===== src/hdl/plim_pkg.sv =====
// Shared types and constants for the stereo peak limiter.
package plim_pkg;

    localparam int FRAC_BITS  = 23;
    localparam int GAIN_W     = 24;
    localparam int DIV_STEPS  = 23;
    localparam int CNT_W      = 5;
    localparam int CFG_ADDR_W = 4;
    localparam int CFG_DATA_W = 32;

    localparam logic [GAIN_W-1:0] GAIN_ONE    = 24'd8388608;
    localparam logic [GAIN_W-1:0] CEIL_MIN    = 24'd528482;
    localparam logic [GAIN_W-1:0] RST_CEILING = 24'd8103895;
    localparam logic [GAIN_W-1:0] RST_ATTACK  = 24'd1923500;
    localparam logic [GAIN_W-1:0] RST_RELEASE = 24'd2184;
    localparam logic              RST_STEREO  = 1'b1;

    typedef logic [1:0] cfg_idx_t;
    localparam cfg_idx_t REG_CEILING = 2'd0;
    localparam cfg_idx_t REG_ATTACK  = 2'd1;
    localparam cfg_idx_t REG_RELEASE = 2'd2;
    localparam cfg_idx_t REG_STEREO  = 2'd3;

    typedef enum logic [3:0] {
        ST_IDLE,
        ST_PEAK,
        ST_DIV,
        ST_GMUL,
        ST_GUPD,
        ST_MULL,
        ST_CLIPL,
        ST_MULR,
        ST_CLIPR,
        ST_OUT
    } plim_state_t;

    typedef struct packed {
        logic in_ready;
        logic capture;
        logic peak_load;
        logic div_step;
        logic gain_mul;
        logic gain_upd;
        logic mul_left;
        logic clip_left;
        logic mul_right;
        logic clip_right;
        logic out_load;
    } plim_cmd_t;

    typedef struct packed {
        logic div_go;
        logic out_busy;
    } plim_stat_t;

endpackage


===== src/hdl/plim_regs.sv =====
// Configuration register file behind the APB-style port.
module plim_regs
    import plim_pkg::*;
(
    input  logic                  aclk,
    input  logic                  aresetn,
    input  logic                  psel,
    input  logic                  penable,
    input  logic                  pwrite,
    input  logic [CFG_ADDR_W-1:0] paddr,
    input  logic [CFG_DATA_W-1:0] pwdata,
    output logic [CFG_DATA_W-1:0] prdata,
    output logic                  pready,
    output logic [GAIN_W-1:0]     ceiling,
    output logic [GAIN_W-1:0]     attack,
    output logic [GAIN_W-1:0]     release_c,
    output logic                  stereo
);

    logic [GAIN_W-1:0] ceiling_reg;
    logic [GAIN_W-1:0] attack_reg;
    logic [GAIN_W-1:0] release_reg;
    logic              stereo_reg;
    logic              wr_en;
    cfg_idx_t          idx;

    assign pready = 1'b1;
    assign wr_en  = psel && penable && pwrite;
    assign idx    = paddr[3:2];

    always_ff @(posedge aclk) begin
        if (!aresetn) begin
            ceiling_reg <= RST_CEILING;
            attack_reg  <= RST_ATTACK;
            release_reg <= RST_RELEASE;
            stereo_reg  <= RST_STEREO;
        end else if (wr_en) begin
            case (idx)
                REG_CEILING: ceiling_reg <= pwdata[GAIN_W-1:0];
                REG_ATTACK:  attack_reg  <= pwdata[GAIN_W-1:0];
                REG_RELEASE: release_reg <= pwdata[GAIN_W-1:0];
                REG_STEREO:  stereo_reg  <= pwdata[0];
                default: begin
                end
            endcase
        end
    end

    always_comb begin
        case (idx)
            REG_CEILING: prdata = CFG_DATA_W'(ceiling_reg);
            REG_ATTACK:  prdata = CFG_DATA_W'(attack_reg);
            REG_RELEASE: prdata = CFG_DATA_W'(release_reg);
            REG_STEREO:  prdata = CFG_DATA_W'(stereo_reg);
            default:     prdata = '0;
        endcase
    end

    assign ceiling   = ceiling_reg;
    assign attack    = attack_reg;
    assign release_c = release_reg;
    assign stereo    = stereo_reg;

endmodule


===== src/hdl/plim_ctrl.sv =====
// Sequencing state machine for the peak limiter.
module plim_ctrl
    import plim_pkg::*;
(
    input  logic       aclk,
    input  logic       aresetn,
    input  logic       s_tvalid,
    input  plim_stat_t stat,
    output plim_cmd_t  cmd
);

    plim_state_t       state_reg, state_next;
    logic [CNT_W-1:0]  cnt_reg, cnt_next;
    logic              div_last;

    assign div_last = (cnt_reg == CNT_W'(DIV_STEPS - 1));

    always_ff @(posedge aclk) begin
        if (!aresetn) begin
            state_reg <= ST_IDLE;
            cnt_reg   <= '0;
        end else begin
            state_reg <= state_next;
            cnt_reg   <= cnt_next;
        end
    end

    always_comb begin
        state_next = state_reg;
        cnt_next   = cnt_reg;
        case (state_reg)
            ST_IDLE: begin
                if (s_tvalid) state_next = ST_PEAK;
            end
            ST_PEAK: begin
                cnt_next   = '0;
                state_next = stat.div_go ? ST_DIV : ST_GMUL;
            end
            ST_DIV: begin
                cnt_next = cnt_reg + 1'b1;
                if (div_last) state_next = ST_GMUL;
            end
            ST_GMUL:  state_next = ST_GUPD;
            ST_GUPD:  state_next = ST_MULL;
            ST_MULL:  state_next = ST_CLIPL;
            ST_CLIPL: state_next = ST_MULR;
            ST_MULR:  state_next = ST_CLIPR;
            ST_CLIPR: state_next = ST_OUT;
            ST_OUT: begin
                if (!stat.out_busy) state_next = ST_IDLE;
            end
            default:  state_next = ST_IDLE;
        endcase
    end

    always_comb begin
        cmd = '0;
        case (state_reg)
            ST_IDLE: begin
                cmd.in_ready = 1'b1;
                cmd.capture  = s_tvalid;
            end
            ST_PEAK:  cmd.peak_load  = 1'b1;
            ST_DIV:   cmd.div_step   = 1'b1;
            ST_GMUL:  cmd.gain_mul   = 1'b1;
            ST_GUPD:  cmd.gain_upd   = 1'b1;
            ST_MULL:  cmd.mul_left   = 1'b1;
            ST_CLIPL: cmd.clip_left  = 1'b1;
            ST_MULR:  cmd.mul_right  = 1'b1;
            ST_CLIPR: cmd.clip_right = 1'b1;
            ST_OUT:   cmd.out_load   = !stat.out_busy;
            default: begin
            end
        endcase
    end

endmodule


===== src/hdl/plim_dp.sv =====
// Datapath: peak detect, serial divider, shared multiplier, gain state and output register.
module plim_dp
    import plim_pkg::*;
#(
    parameter int SAMPLE_BITS = 24
)
(
    input  logic                   aclk,
    input  logic                   aresetn,
    input  plim_cmd_t              cmd,
    output plim_stat_t             stat,
    input  logic [SAMPLE_BITS-1:0] in_left,
    input  logic [SAMPLE_BITS-1:0] in_right,
    input  logic [GAIN_W-1:0]      ceiling,
    input  logic [GAIN_W-1:0]      attack,
    input  logic [GAIN_W-1:0]      release_c,
    input  logic                   stereo,
    input  logic                   m_tready,
    output logic                   m_tvalid,
    output logic [SAMPLE_BITS-1:0] out_left,
    output logic [SAMPLE_BITS-1:0] out_right,
    output logic [GAIN_W-1:0]      out_gain
);

    localparam int S  = SAMPLE_BITS;
    localparam int MW = (S > GAIN_W) ? S : GAIN_W;
    localparam int PW = MW + GAIN_W;
    localparam int CW = S + FRAC_BITS;
    localparam logic [PW-1:0] RND = PW'(1) << (FRAC_BITS - 1);

    // Captured frame and configuration snapshot.
    logic [S-1:0]         mag_l_reg, mag_r_reg, ceil_s_reg;
    logic                 neg_l_reg, neg_r_reg, stereo_reg;
    logic [FRAC_BITS-1:0] low_reg;
    logic [GAIN_W-1:0]    atk_reg, rel_reg;

    // Divider and gain state.
    logic [S-1:0]      peak_reg, rem_reg;
    logic [GAIN_W-1:0] needed_reg, gain_reg;
    logic              attack_reg;
    logic [PW-1:0]     prod_reg;
    logic [S-1:0]      res_l_reg, res_r_reg;

    logic [S-1:0]         out_left_reg, out_right_reg;
    logic [GAIN_W-1:0]    out_gain_reg;
    logic                 m_tvalid_reg;

    logic [GAIN_W-1:0] ceil_sat, atk_sat, rel_sat;
    logic [CW-1:0]     ceil_scaled;
    logic [S-1:0]      mag_l, mag_r, peak;
    logic              exceed;
    logic [S:0]        trial;
    logic              trial_ge;
    logic [S:0]        trial_diff;
    logic              go_attack;
    logic [MW-1:0]     mul_a;
    logic [GAIN_W-1:0] mul_b;
    logic [PW-1:0]     prod_rnd;
    logic [GAIN_W-1:0] step_g;
    logic [S-1:0]      y_mag, y_clip;
    logic              y_neg;

    assign ceil_sat = (ceiling < CEIL_MIN) ? CEIL_MIN :
                      (ceiling > GAIN_ONE) ? GAIN_ONE : ceiling;
    assign atk_sat  = (attack > GAIN_ONE) ? GAIN_ONE : attack;
    assign rel_sat  = (release_c > GAIN_ONE) ? GAIN_ONE : release_c;
    assign ceil_scaled = {ceil_sat, {(S-1){1'b0}}};

    assign mag_l = in_left[S-1]  ? (~in_left + 1'b1)  : in_left;
    assign mag_r = in_right[S-1] ? (~in_right + 1'b1) : in_right;

    always_ff @(posedge aclk) begin
        if (cmd.capture) begin
            mag_l_reg  <= mag_l;
            mag_r_reg  <= mag_r;
            neg_l_reg  <= in_left[S-1];
            neg_r_reg  <= in_right[S-1];
            stereo_reg <= stereo;
            ceil_s_reg <= ceil_scaled[CW-1:FRAC_BITS];
            low_reg    <= ceil_scaled[FRAC_BITS-1:0];
            atk_reg    <= atk_sat;
            rel_reg    <= rel_sat;
        end else if (cmd.div_step) begin
            low_reg <= {low_reg[FRAC_BITS-2:0], 1'b0};
        end
    end

    // The peak is above the ceiling exactly when it exceeds the ceiling in sample units.
    assign peak   = (stereo_reg && (mag_r_reg > mag_l_reg)) ? mag_r_reg : mag_l_reg;
    assign exceed = (peak > ceil_s_reg);

    // One restoring division step per cycle; the quotient is known to fit 23 bits.
    assign trial      = {rem_reg, low_reg[FRAC_BITS-1]};
    assign trial_ge   = (trial >= {1'b0, peak_reg});
    assign trial_diff = trial - {1'b0, peak_reg};

    always_ff @(posedge aclk) begin
        if (cmd.peak_load) begin
            peak_reg   <= peak;
            rem_reg    <= ceil_s_reg;
            needed_reg <= exceed ? '0 : GAIN_ONE;
        end else if (cmd.div_step) begin
            rem_reg    <= trial_ge ? trial_diff[S-1:0] : trial[S-1:0];
            needed_reg <= {needed_reg[GAIN_W-2:0], trial_ge};
        end
    end

    // Shared multiplier with a registered product.
    assign go_attack = (needed_reg < gain_reg);

    always_comb begin
        mul_a = '0;
        mul_b = '0;
        if (cmd.gain_mul) begin
            mul_a = go_attack ? MW'(atk_reg) : MW'(rel_reg);
            mul_b = go_attack ? (gain_reg - needed_reg) : (GAIN_ONE - gain_reg);
        end else if (cmd.mul_left) begin
            mul_a = MW'(mag_l_reg);
            mul_b = gain_reg;
        end else if (cmd.mul_right) begin
            mul_a = MW'(mag_r_reg);
            mul_b = gain_reg;
        end
    end

    always_ff @(posedge aclk) begin
        if (cmd.gain_mul || cmd.mul_left || cmd.mul_right) begin
            prod_reg <= PW'(mul_a) * PW'(mul_b);
        end
        if (cmd.gain_mul) begin
            attack_reg <= go_attack;
        end
    end

    assign prod_rnd = prod_reg + RND;
    assign step_g   = prod_rnd[FRAC_BITS+GAIN_W-1:FRAC_BITS];

    always_ff @(posedge aclk) begin
        if (!aresetn) begin
            gain_reg <= GAIN_ONE;
        end else if (cmd.gain_upd) begin
            gain_reg <= attack_reg ? (gain_reg - step_g) : (gain_reg + step_g);
        end
    end

    // Rounded magnitude, clipped to the ceiling, sign restored; right is zero in mono mode.
    assign y_mag  = prod_rnd[FRAC_BITS+S-1:FRAC_BITS];
    assign y_clip = (y_mag > ceil_s_reg) ? ceil_s_reg : y_mag;
    assign y_neg  = cmd.clip_left ? neg_l_reg : neg_r_reg;

    always_ff @(posedge aclk) begin
        if (cmd.clip_left) begin
            res_l_reg <= y_neg ? (~y_clip + 1'b1) : y_clip;
        end
        if (cmd.clip_right) begin
            res_r_reg <= !stereo_reg ? '0 : (y_neg ? (~y_clip + 1'b1) : y_clip);
        end
    end

    // Output register.
    always_ff @(posedge aclk) begin
        if (!aresetn) begin
            m_tvalid_reg <= 1'b0;
        end else if (cmd.out_load) begin
            m_tvalid_reg <= 1'b1;
        end else if (m_tready) begin
            m_tvalid_reg <= 1'b0;
        end
    end

    always_ff @(posedge aclk) begin
        if (cmd.out_load) begin
            out_left_reg  <= res_l_reg;
            out_right_reg <= res_r_reg;
            out_gain_reg  <= gain_reg;
        end
    end

    assign stat.div_go   = exceed;
    assign stat.out_busy = m_tvalid_reg && !m_tready;

    assign m_tvalid  = m_tvalid_reg;
    assign out_left  = out_left_reg;
    assign out_right = out_right_reg;
    assign out_gain  = out_gain_reg;

endmodule


===== src/hdl/stereo_peak_limiter.sv =====
// Top level of the stereo peak limiter: register file, controller and datapath.
// Each frame passes through peak detection, the 23-step serial divider (one bit per
// cycle, only when the peak exceeds the ceiling), the gain multiply and update, both
// channel multiplies and clips, and the output register. Frames are taken one at a
// time; the shared multiplier serves the gain update and both channels in turn.
// Reset: aresetn is synchronous and active low; it restores the register defaults,
// sets the kept gain to unity and empties the output register.
module stereo_peak_limiter
    import plim_pkg::*;
#(
    parameter int SAMPLE_BITS = 24
)
(
    input  logic                  aclk,
    input  logic                  aresetn,
    // Input stream.
    input  logic                  s_tvalid,
    output logic                  s_tready,
    // Fields from bit 0: left_in, right_in, zero padding.
    input  logic [((2*SAMPLE_BITS+7)/8)*8-1:0] s_tdata,
    // Result stream.
    output logic                  m_tvalid,
    input  logic                  m_tready,
    // Fields from bit 0: left_out, right_out, gain_now, zero padding.
    output logic [((2*SAMPLE_BITS+GAIN_W+7)/8)*8-1:0] m_tdata,
    // Configuration port.
    input  logic                  psel,
    input  logic                  penable,
    input  logic                  pwrite,
    input  logic [CFG_ADDR_W-1:0] paddr,
    input  logic [CFG_DATA_W-1:0] pwdata,
    output logic [CFG_DATA_W-1:0] prdata,
    output logic                  pready
);

    localparam int S     = SAMPLE_BITS;
    localparam int OUT_W = ((2*S+GAIN_W+7)/8)*8;

    plim_cmd_t         cmd;
    plim_stat_t        stat;
    logic [GAIN_W-1:0] ceiling, attack, release_c;
    logic              stereo;
    logic [S-1:0]      out_left, out_right;
    logic [GAIN_W-1:0] out_gain;

    // Register file. Software loads the ceiling and the smoothing coefficients
    // as Q23 values; the datapath saturates them to their legal ranges.
    plim_regs u_regs (
        .aclk      (aclk),
        .aresetn   (aresetn),
        .psel      (psel),
        .penable   (penable),
        .pwrite    (pwrite),
        .paddr     (paddr),
        .pwdata    (pwdata),
        .prdata    (prdata),
        .pready    (pready),
        .ceiling   (ceiling),
        .attack    (attack),
        .release_c (release_c),
        .stereo    (stereo)
    );

    // The controller takes one frame at a time. It walks through peak detection,
    // the optional division, the gain update and the two channel multiplies, then
    // waits until the output register is free before handing over the result.
    plim_ctrl u_ctrl (
        .aclk     (aclk),
        .aresetn  (aresetn),
        .s_tvalid (s_tvalid),
        .stat     (stat),
        .cmd      (cmd)
    );

    // The datapath holds the captured frame, the divider, one shared multiplier,
    // the kept gain and the output register.
    plim_dp #(
        .SAMPLE_BITS (SAMPLE_BITS)
    ) u_dp (
        .aclk      (aclk),
        .aresetn   (aresetn),
        .cmd       (cmd),
        .stat      (stat),
        .in_left   (s_tdata[S-1:0]),
        .in_right  (s_tdata[2*S-1:S]),
        .ceiling   (ceiling),
        .attack    (attack),
        .release_c (release_c),
        .stereo    (stereo),
        .m_tready  (m_tready),
        .m_tvalid  (m_tvalid),
        .out_left  (out_left),
        .out_right (out_right),
        .out_gain  (out_gain)
    );

    // The input is ready only while the controller is idle. Because the result
    // sits in its own register, a new transaction can be taken while the previous
    // result still waits for the downstream side.
    assign s_tready = cmd.in_ready;
    assign m_tdata  = OUT_W'({out_gain, out_right, out_left});

endmodule


===== config.mk =====
export PLATFORM = sky130hd
export DESIGN_NAME = stereo_peak_limiter
export DESIGN_NICKNAME = d
export VERILOG_FILES = /design/src/hdl/plim_pkg.sv /design/src/hdl/plim_regs.sv /design/src/hdl/plim_ctrl.sv /design/src/hdl/plim_dp.sv /design/src/hdl/stereo_peak_limiter.sv
export SDC_FILE = /design/constraint.sdc
export NUM_CORES = 2
export LEC_CHECK = 0
export BUFFER_PORTS_ARGS = -buffer_cell sky130_fd_sc_hd__buf_2
export CORE_ASPECT_RATIO = 1.4
export CORE_MARGIN = 10
export CORE_UTILIZATION = 35
export DETAILED_ROUTE_END_ITERATION = 8
export PLACE_DENSITY_LB_ADDON = 0.1
export SLEW_MARGIN = 15
export SYNTH_ARGS = -nofsm -noshare
export SYNTH_HDL_FRONTEND = slang
export SYNTH_SLANG_ARGS = --single-unit
export TNS_END_PERCENT = 50

===== constraint.sdc =====
create_clock -name aclk -period 12.25 [get_ports aclk]
set_input_delay 0 -clock aclk [delete_from_list [all_inputs] [get_ports aclk]]
set_output_delay 0 -clock aclk [all_outputs]
set_load 0.1 [all_outputs]

Word level (Yosys, flattened, before mapping):

Cells that the tools add are included.

* register bits after elaboration: 470
* bits in latches: 0
* bits in writable memories: 0
* ROM bits: 0
* output and inout bits: 107
* word-level logic and storage cells: 128
* memories: 0

* $add $sub $neg: 10
* multiply operators: 1
* div/mod/pow operators: 0
* $lt $le $gt $ge: 9
* equal/unequal tests: 16
* shift-type cells: 0
* mux-type cells: 41
* bitwise logic cells: 3
* reductions and logical operators: 19

Operators with widths (count)
* $mux W24: 19
* $pmux W32 S4: 1
* $add A24 B1 Y24 const B: 3
* $gt A24 B24 Y1: 3
* $gt A24 B24 Y1 const B: 3
* $not A24 Y24: 3
* $sub A24 B24 Y24: 3
* $add A47 B23 Y47 const B: 1
* $mul A24 B24 Y47: 1
* $mux W23: 2
* $pmux W4 S10: 1
* $ge A25 B24 Y1: 1
* $add A24 B24 Y24: 1
* $lt A24 B20 Y1 const B: 1
* $lt A24 B24 Y1: 1
* $sub A24 B24 Y24 const A: 1
* $eq A4 B3 Y1 const B: 4
* $mux W1: 13
* $mux W4: 3
* $pmux W5 S2: 1
* $eq A4 B2 Y1 const B: 2
* $eq A4 B4 Y1 const B: 2
* $reduce_and A2 Y1: 4
* $reduce_bool A2 Y1: 3
* other kinds (15): 22

Logic depth before layout (Yosys ltp):

* word-level depth: 6
* depth in mapped cells: 43
* depth with buffers taken out: 41

Cells and area by module:

From an unflattened synthesis, not the netlist that was laid out.

* cell total of the unflattened synthesis: 4674
* area, all modules: 44463.9 µm²

By module, submodules not included
* plim_dp: instances 1, cells an instance 4217, area each 40460.1 µm², sequential area each 10740.3 µm²
* plim_regs: instances 1, cells an instance 377, area each 3388.2 µm², sequential area each 1461.4 µm²
* plim_ctrl: instances 1, cells an instance 80, area each 615.6 µm², sequential area each 180.2 µm²

Worst setup path after synthesis:

Ideal clock, no wire load.

* path kind: reg2reg
* start point: reg u_dp.gain_reg[0]
* end point: reg u_dp.prod_reg[44], data pin
* arrival time: 9763 ps
* data required time: 11978 ps
* setup slack: 2215 ps
* stages on the path, launching flop included: 43
* buffers on the path: 5
* cells stage by stage: dfxtp_1 -> inv_1 -> ha_1 -> fa_1 -> nand2b_1 -> a211oi_1 -> o311a_1 -> nor3_2 -> nand2b_1 -> buf_2 -> inv_1 -> clkbuf_1 -> buf_2 -> buf_2 -> mux2i_1 -> a21o_1 -> clkbuf_1 -> nor2_1 -> (+7 left out) -> inv_1 -> fa_1 -> fa_1 -> inv_1 -> fa_1 -> inv_1 -> ha_1 -> and3_1 -> a221oi_1 -> nand2b_1 -> inv_1 -> a211oi_1 -> o21ba_2 -> o21ai_0 -> a2111oi_4 -> nor2_1 -> a2111oi_1 -> a211oi_1

* longest elaborated chain between the ends: 4
* elaborated cells on any way between the ends: 10
* classes of those cells: add/sub (2); mul (1); order compare (1); mux (6)

Ends and longest elaborated chain
* start, declared: line plim_dp.sv:39 `logic [GAIN_W-1:0] needed_reg, gain_reg;`
* start signal, assigned: line plim_dp.sv:142 `gain_reg <= attack_reg ? (gain_reg - step_g) : (gain_reg + step_g);`
* $lt A24 B24 Y1 (*): line plim_dp.sv:109 `assign go_attack = (needed_reg < gain_reg);`
* via u_dp.go_attack: line plim_dp.sv:55 `logic go_attack;`
* $mux W24, on equally long branches: line plim_dp.sv:115, plim_dp.sv:116
* $mux W24: line plim_dp.sv:114 `if (cmd.gain_mul) begin`
* $mul A24 B24 Y47 (*): line plim_dp.sv:128 `prod_reg <= PW'(mul_a) * PW'(mul_b);`
* end signal, assigned: line plim_dp.sv:128
* end, declared: line plim_dp.sv:41 `logic [PW-1:0] prod_reg;`

The timed path passes the listed nets; every way through them passes the cells marked *.
A chain may end at the register's enable or synchronous reset.

Worst setup path in the final report:

* start point: reg u_dp.gain_reg[0]
* end point: reg u_dp.prod_reg[44], data pin

* longest elaborated chain between the ends: 4
* elaborated cells on any way between the ends: 10
* classes of those cells: add/sub (2); mul (1); order compare (1); mux (6)

Ends and longest elaborated chain
* $sub A24 B24 Y24 (tied with other cells): line plim_dp.sv:116 `mul_b = go_attack ? (gain_reg - needed_reg) : (GAIN_ONE - gain_reg);`
* $mux W24, on equally long branches: line plim_dp.sv:116, plim_dp.sv:115, plim_dp.sv:117
* $mux W24: line plim_dp.sv:114
* $mul A24 B24 Y47 (*): line plim_dp.sv:128

Mark *: on every way between the ends. The rest lies on a longest branch, timed or not.

==> impl_metrics.py <==
metrics = {
    "finish": {
        "regArea_mm2": 0.0124,
        "multi_input_area_mm2": 0.0287,
        "largest_reg_flops": 25,
        "final_cells": 6694,
        "final_core_util_pct": 39.9,
        "areaGrowthSynthToFinish_pct": 13.4,
        "stdcell_area_mm2": 0.0502,
        "drive_gt1_share_pct": 9.97,
        "nets": 5907,
        "num-fill-cells": 12641,
    },
    "setup_path": {
        "start_kind": "register",
        "crit_required_ns": 12.59,
        "slowest_delay_ns": 0.78,
        "cpMaxStageDelayCell": "a21oi_1",
        "cpMostUsedCell": "fa_1",
        "worst_setup_path_end_kind": "register",
        "cp_max_fo": 10,
        "rrSetupSlack_ns": 0.71,
        "worstPathArrival_ns": 11.87,
        "critical_path_class": "register to register",
    },
    "synthesis": {
        "synth_commonest_cells": "671 x inv_1, 573 x nand2_1, 483 x fa_1",
        "async_flop_share_pct": 0,
        "synth_most_common_cell": "inv_1",
        "ys_seq_elements": 448,
        "synthCells": 4744,
        "yosys.area.top_type": "edfxtp_1",
        "yosysUniqueCellTypes": 91,
        "yosysSeqAreaShare_pct": 28.0,
        "synth_edf_count": 341,
        "synthTopCellsByArea": "edfxtp_1 23%, fa_1 22%, ha_1 8.9%",
        "ys.flop_type": "edfxtp_1",
        "post-synth-top-area-fraction_pct": 23.1,
        "syn_avg_cell_area_um2": 9.34,
        "yosysWarnings": 0,
        "syn_area_mm2": 0.0443,
    },
    "global_routing": {
        "grt_start_max_net_pins": 88,
        "grt_pass1_wl_mm": 241,
        "grt_use_total_pct": 22.9,
        "grt_antenna_before_repair": 3,
        "grt_overflow": 0,
        "grt_pass1_vias": 36366,
    },
    "pwr": {
        "leakage_nw": 22.3,
        "vdd_ir_drop_max_uv": 106,
        "p_sw_share_pct": 46.9,
        "p_total_mw": 8.07,
        "power_frac_comb_pct": 53.8,
        "netSwitchingPower_mw": 3.78,
        "p_per_area_mw_per_mm2": 161,
        "pwr-share-seq_pct": 28.4,
        "intPower_mw": 4.28,
        "clkPwrFrac_pct": 17.8,
    },
    "floorplan": {
        "die_area_mm2": 0.141,
        "core_area_mm2": 0.126,
        "die_w_um": 321,
        "ioPinCount": 198,
        "row_count": 154,
        "dieHeight_um": 441,
        "initial_core_util_pct": 35.2,
    },
    "timing": {
        "slew_viol_final": 0,
        "hold_violations": 0,
        "clock_skew_ns": 0.0375,
        "max_slew_margin_pct": 16.2,
        "rsz0062_at_grt": "false",
        "period_share_pct": 94.2,
        "fin_setup_tns_ns": 0,
        "setup_viol": 0,
        "tightest_slew_ns": 1.24,
        "min_period_ns": 11.54,
        "fmax_mhz": 86.7,
    },
    "clock_network": {
        "cts_buffers": 46,
        "cts_root_buf": "clkbuf_16",
        "cts_max_level": 2,
        "path_clk_slew_ns": 0.06,
        "cts_tree": "built",
        "cts_resized": 0,
        "cts_setup_buffers": 0,
        "clk_latency_ns": 0.62,
        "clockBufferDepth": 3,
        "cts.sinks": 448,
    },
    "drt": {
        "drc_errors": 0,
        "initialDrtViolationCount": 2346,
        "wl_per_cell_um": 24.4,
        "vias_per_cell": 5.20,
        "first_pass_iters": 6,
        "drt_wl_total_mm": 163,
        "num_vias": 34805,
        "final_antenna_net_count": 0,
    },
    "worst_hold_path": {
        "hp-class": "input pin to register",
    },
    "job": {
        "cap_viol_max_count": 0,
    },
    "place": {
        "placed_area_mm2": 0.0476,
        "gp_congestion": 0.884,
        "dp_hpwl_mm": 131,
        "post-place-cells": 6498,
        "port_buffers": 178,
    },
    "run_status": {
        "outcome": "complete, no violations",
    },
}
what timing repair did:
| action | in CTS | in global routing |
|---|---|---|
| hold buffers | 108 | 0 |
| endpoints found under the hold margin | 145 | 0 |
| endpoints found under the setup margin | 0 | 0 |
worst paths after layout:
kind	startpoint	end	cells after the start
setup / recovery	u_dp.gain_reg[0]$_SDFFE_PN0P_	u_dp.prod_reg[44]$_DFFE_PP_	36
hold / removal	paddr[3]	u_regs.stereo$_SDFFE_PN1P_	4
setup reg to reg	u_dp.gain_reg[0]$_SDFFE_PN0P_	u_dp.prod_reg[44]$_DFFE_PP_	36
hold reg to reg	u_dp.res_r_reg[16]$_SDFFCE_PN0P_	u_dp.out_right[16]$_DFFE_PP_	0
worst max-delay path: cells and delay by family, from the launching register on:
kind | cells | cell delay, ns
adders and majority gates | 10 | 4.50
muxes | 1 | 0.18
buffers and inverters | 8 | 1.27
AOI/OAI and AO/OA | 10 | 3.72
DFF | 1 | 0.45
and+or+nand+nor | 7 | 1.07
layer usage:
| layer | wire length, um | track usage [%] | vias up |
|---|---|---|---|
| met5 | 0 | 0 | - |
| met3 | 7000 | 2.60 | 317 |
| met2 | 83400 | 41.7 | 938 |
| li1 | - | - | 16187 |
| met1 | 62100 | 25.8 | 17363 |
| met4 | 10600 | 13.0 | 0 |
area by class of cell:
class                      instances  share of cell area (%)
timing repair buffer             434                    6.16
clock buffer                      56                    2.51
multi-input combinational       3416                    57.1
tap                             1638                    4.08
clock inverter                    29                   0.451
antenna                            2                 0.00997
sequential                       448                    24.7
inverter                         671                    5.02
layout by cell type, fill, tap and decap left out, types with 53 or more instances in the layout:
master         Yosys  final
inv_1            671    668
buf_4              9    148
ha_1             316    316
xnor2_1          142    142
mux2i_1           84     83
a21o_1            82     82
nor2_1           418    415
nand2_1          573    573
o21ai_0          174    171
dlygate4sd3_1      0    108
buf_2             15    177
dfxtp_1          107    107
nand3_1           98     98
nand2b_1          80     80
a21oi_1          183    176
and2_1           100     99
fa_1             483    483
nor3_1            58     57
nor2b_1           53     53
edfxtp_1         341    341
per-stage QoR:
stage	setup WS, ns	hold WS [ns]
after floorplan	2.21	0.0989
after global placement	0.886	0.216
after detailed placement	0.716	0.212
after CTS	0.639	0.0110
after global routing	0.0219	0.0921
final	0.712	0.0491
power by group through the flow:
stage,combinational [mW],sequential (mW),clock (mW)
3_5_place_dp,4.30,2.31,0
4_1_cts,4.36,2.29,1.48
6_report,4.34,2.29,1.44
2_1_floorplan,2.72,2.24,0
3_3_place_gp,4.28,2.32,0
5_1_grt,4.72,2.32,1.53
logic make-up after synthesis:
family          count (synthesis)  synth area share [%]
xor+xnor                      192                  3.81
buf+inv                       887                  7.64
flops                         448                  28.0
mux                           117                  2.76
other cells                     2                0.0170
compound gates                707                  10.3
simple gates                 1592                  16.8
fa+ha+maj                     799                  30.8
No activity file was read; power rests on OpenSTA's default activity.
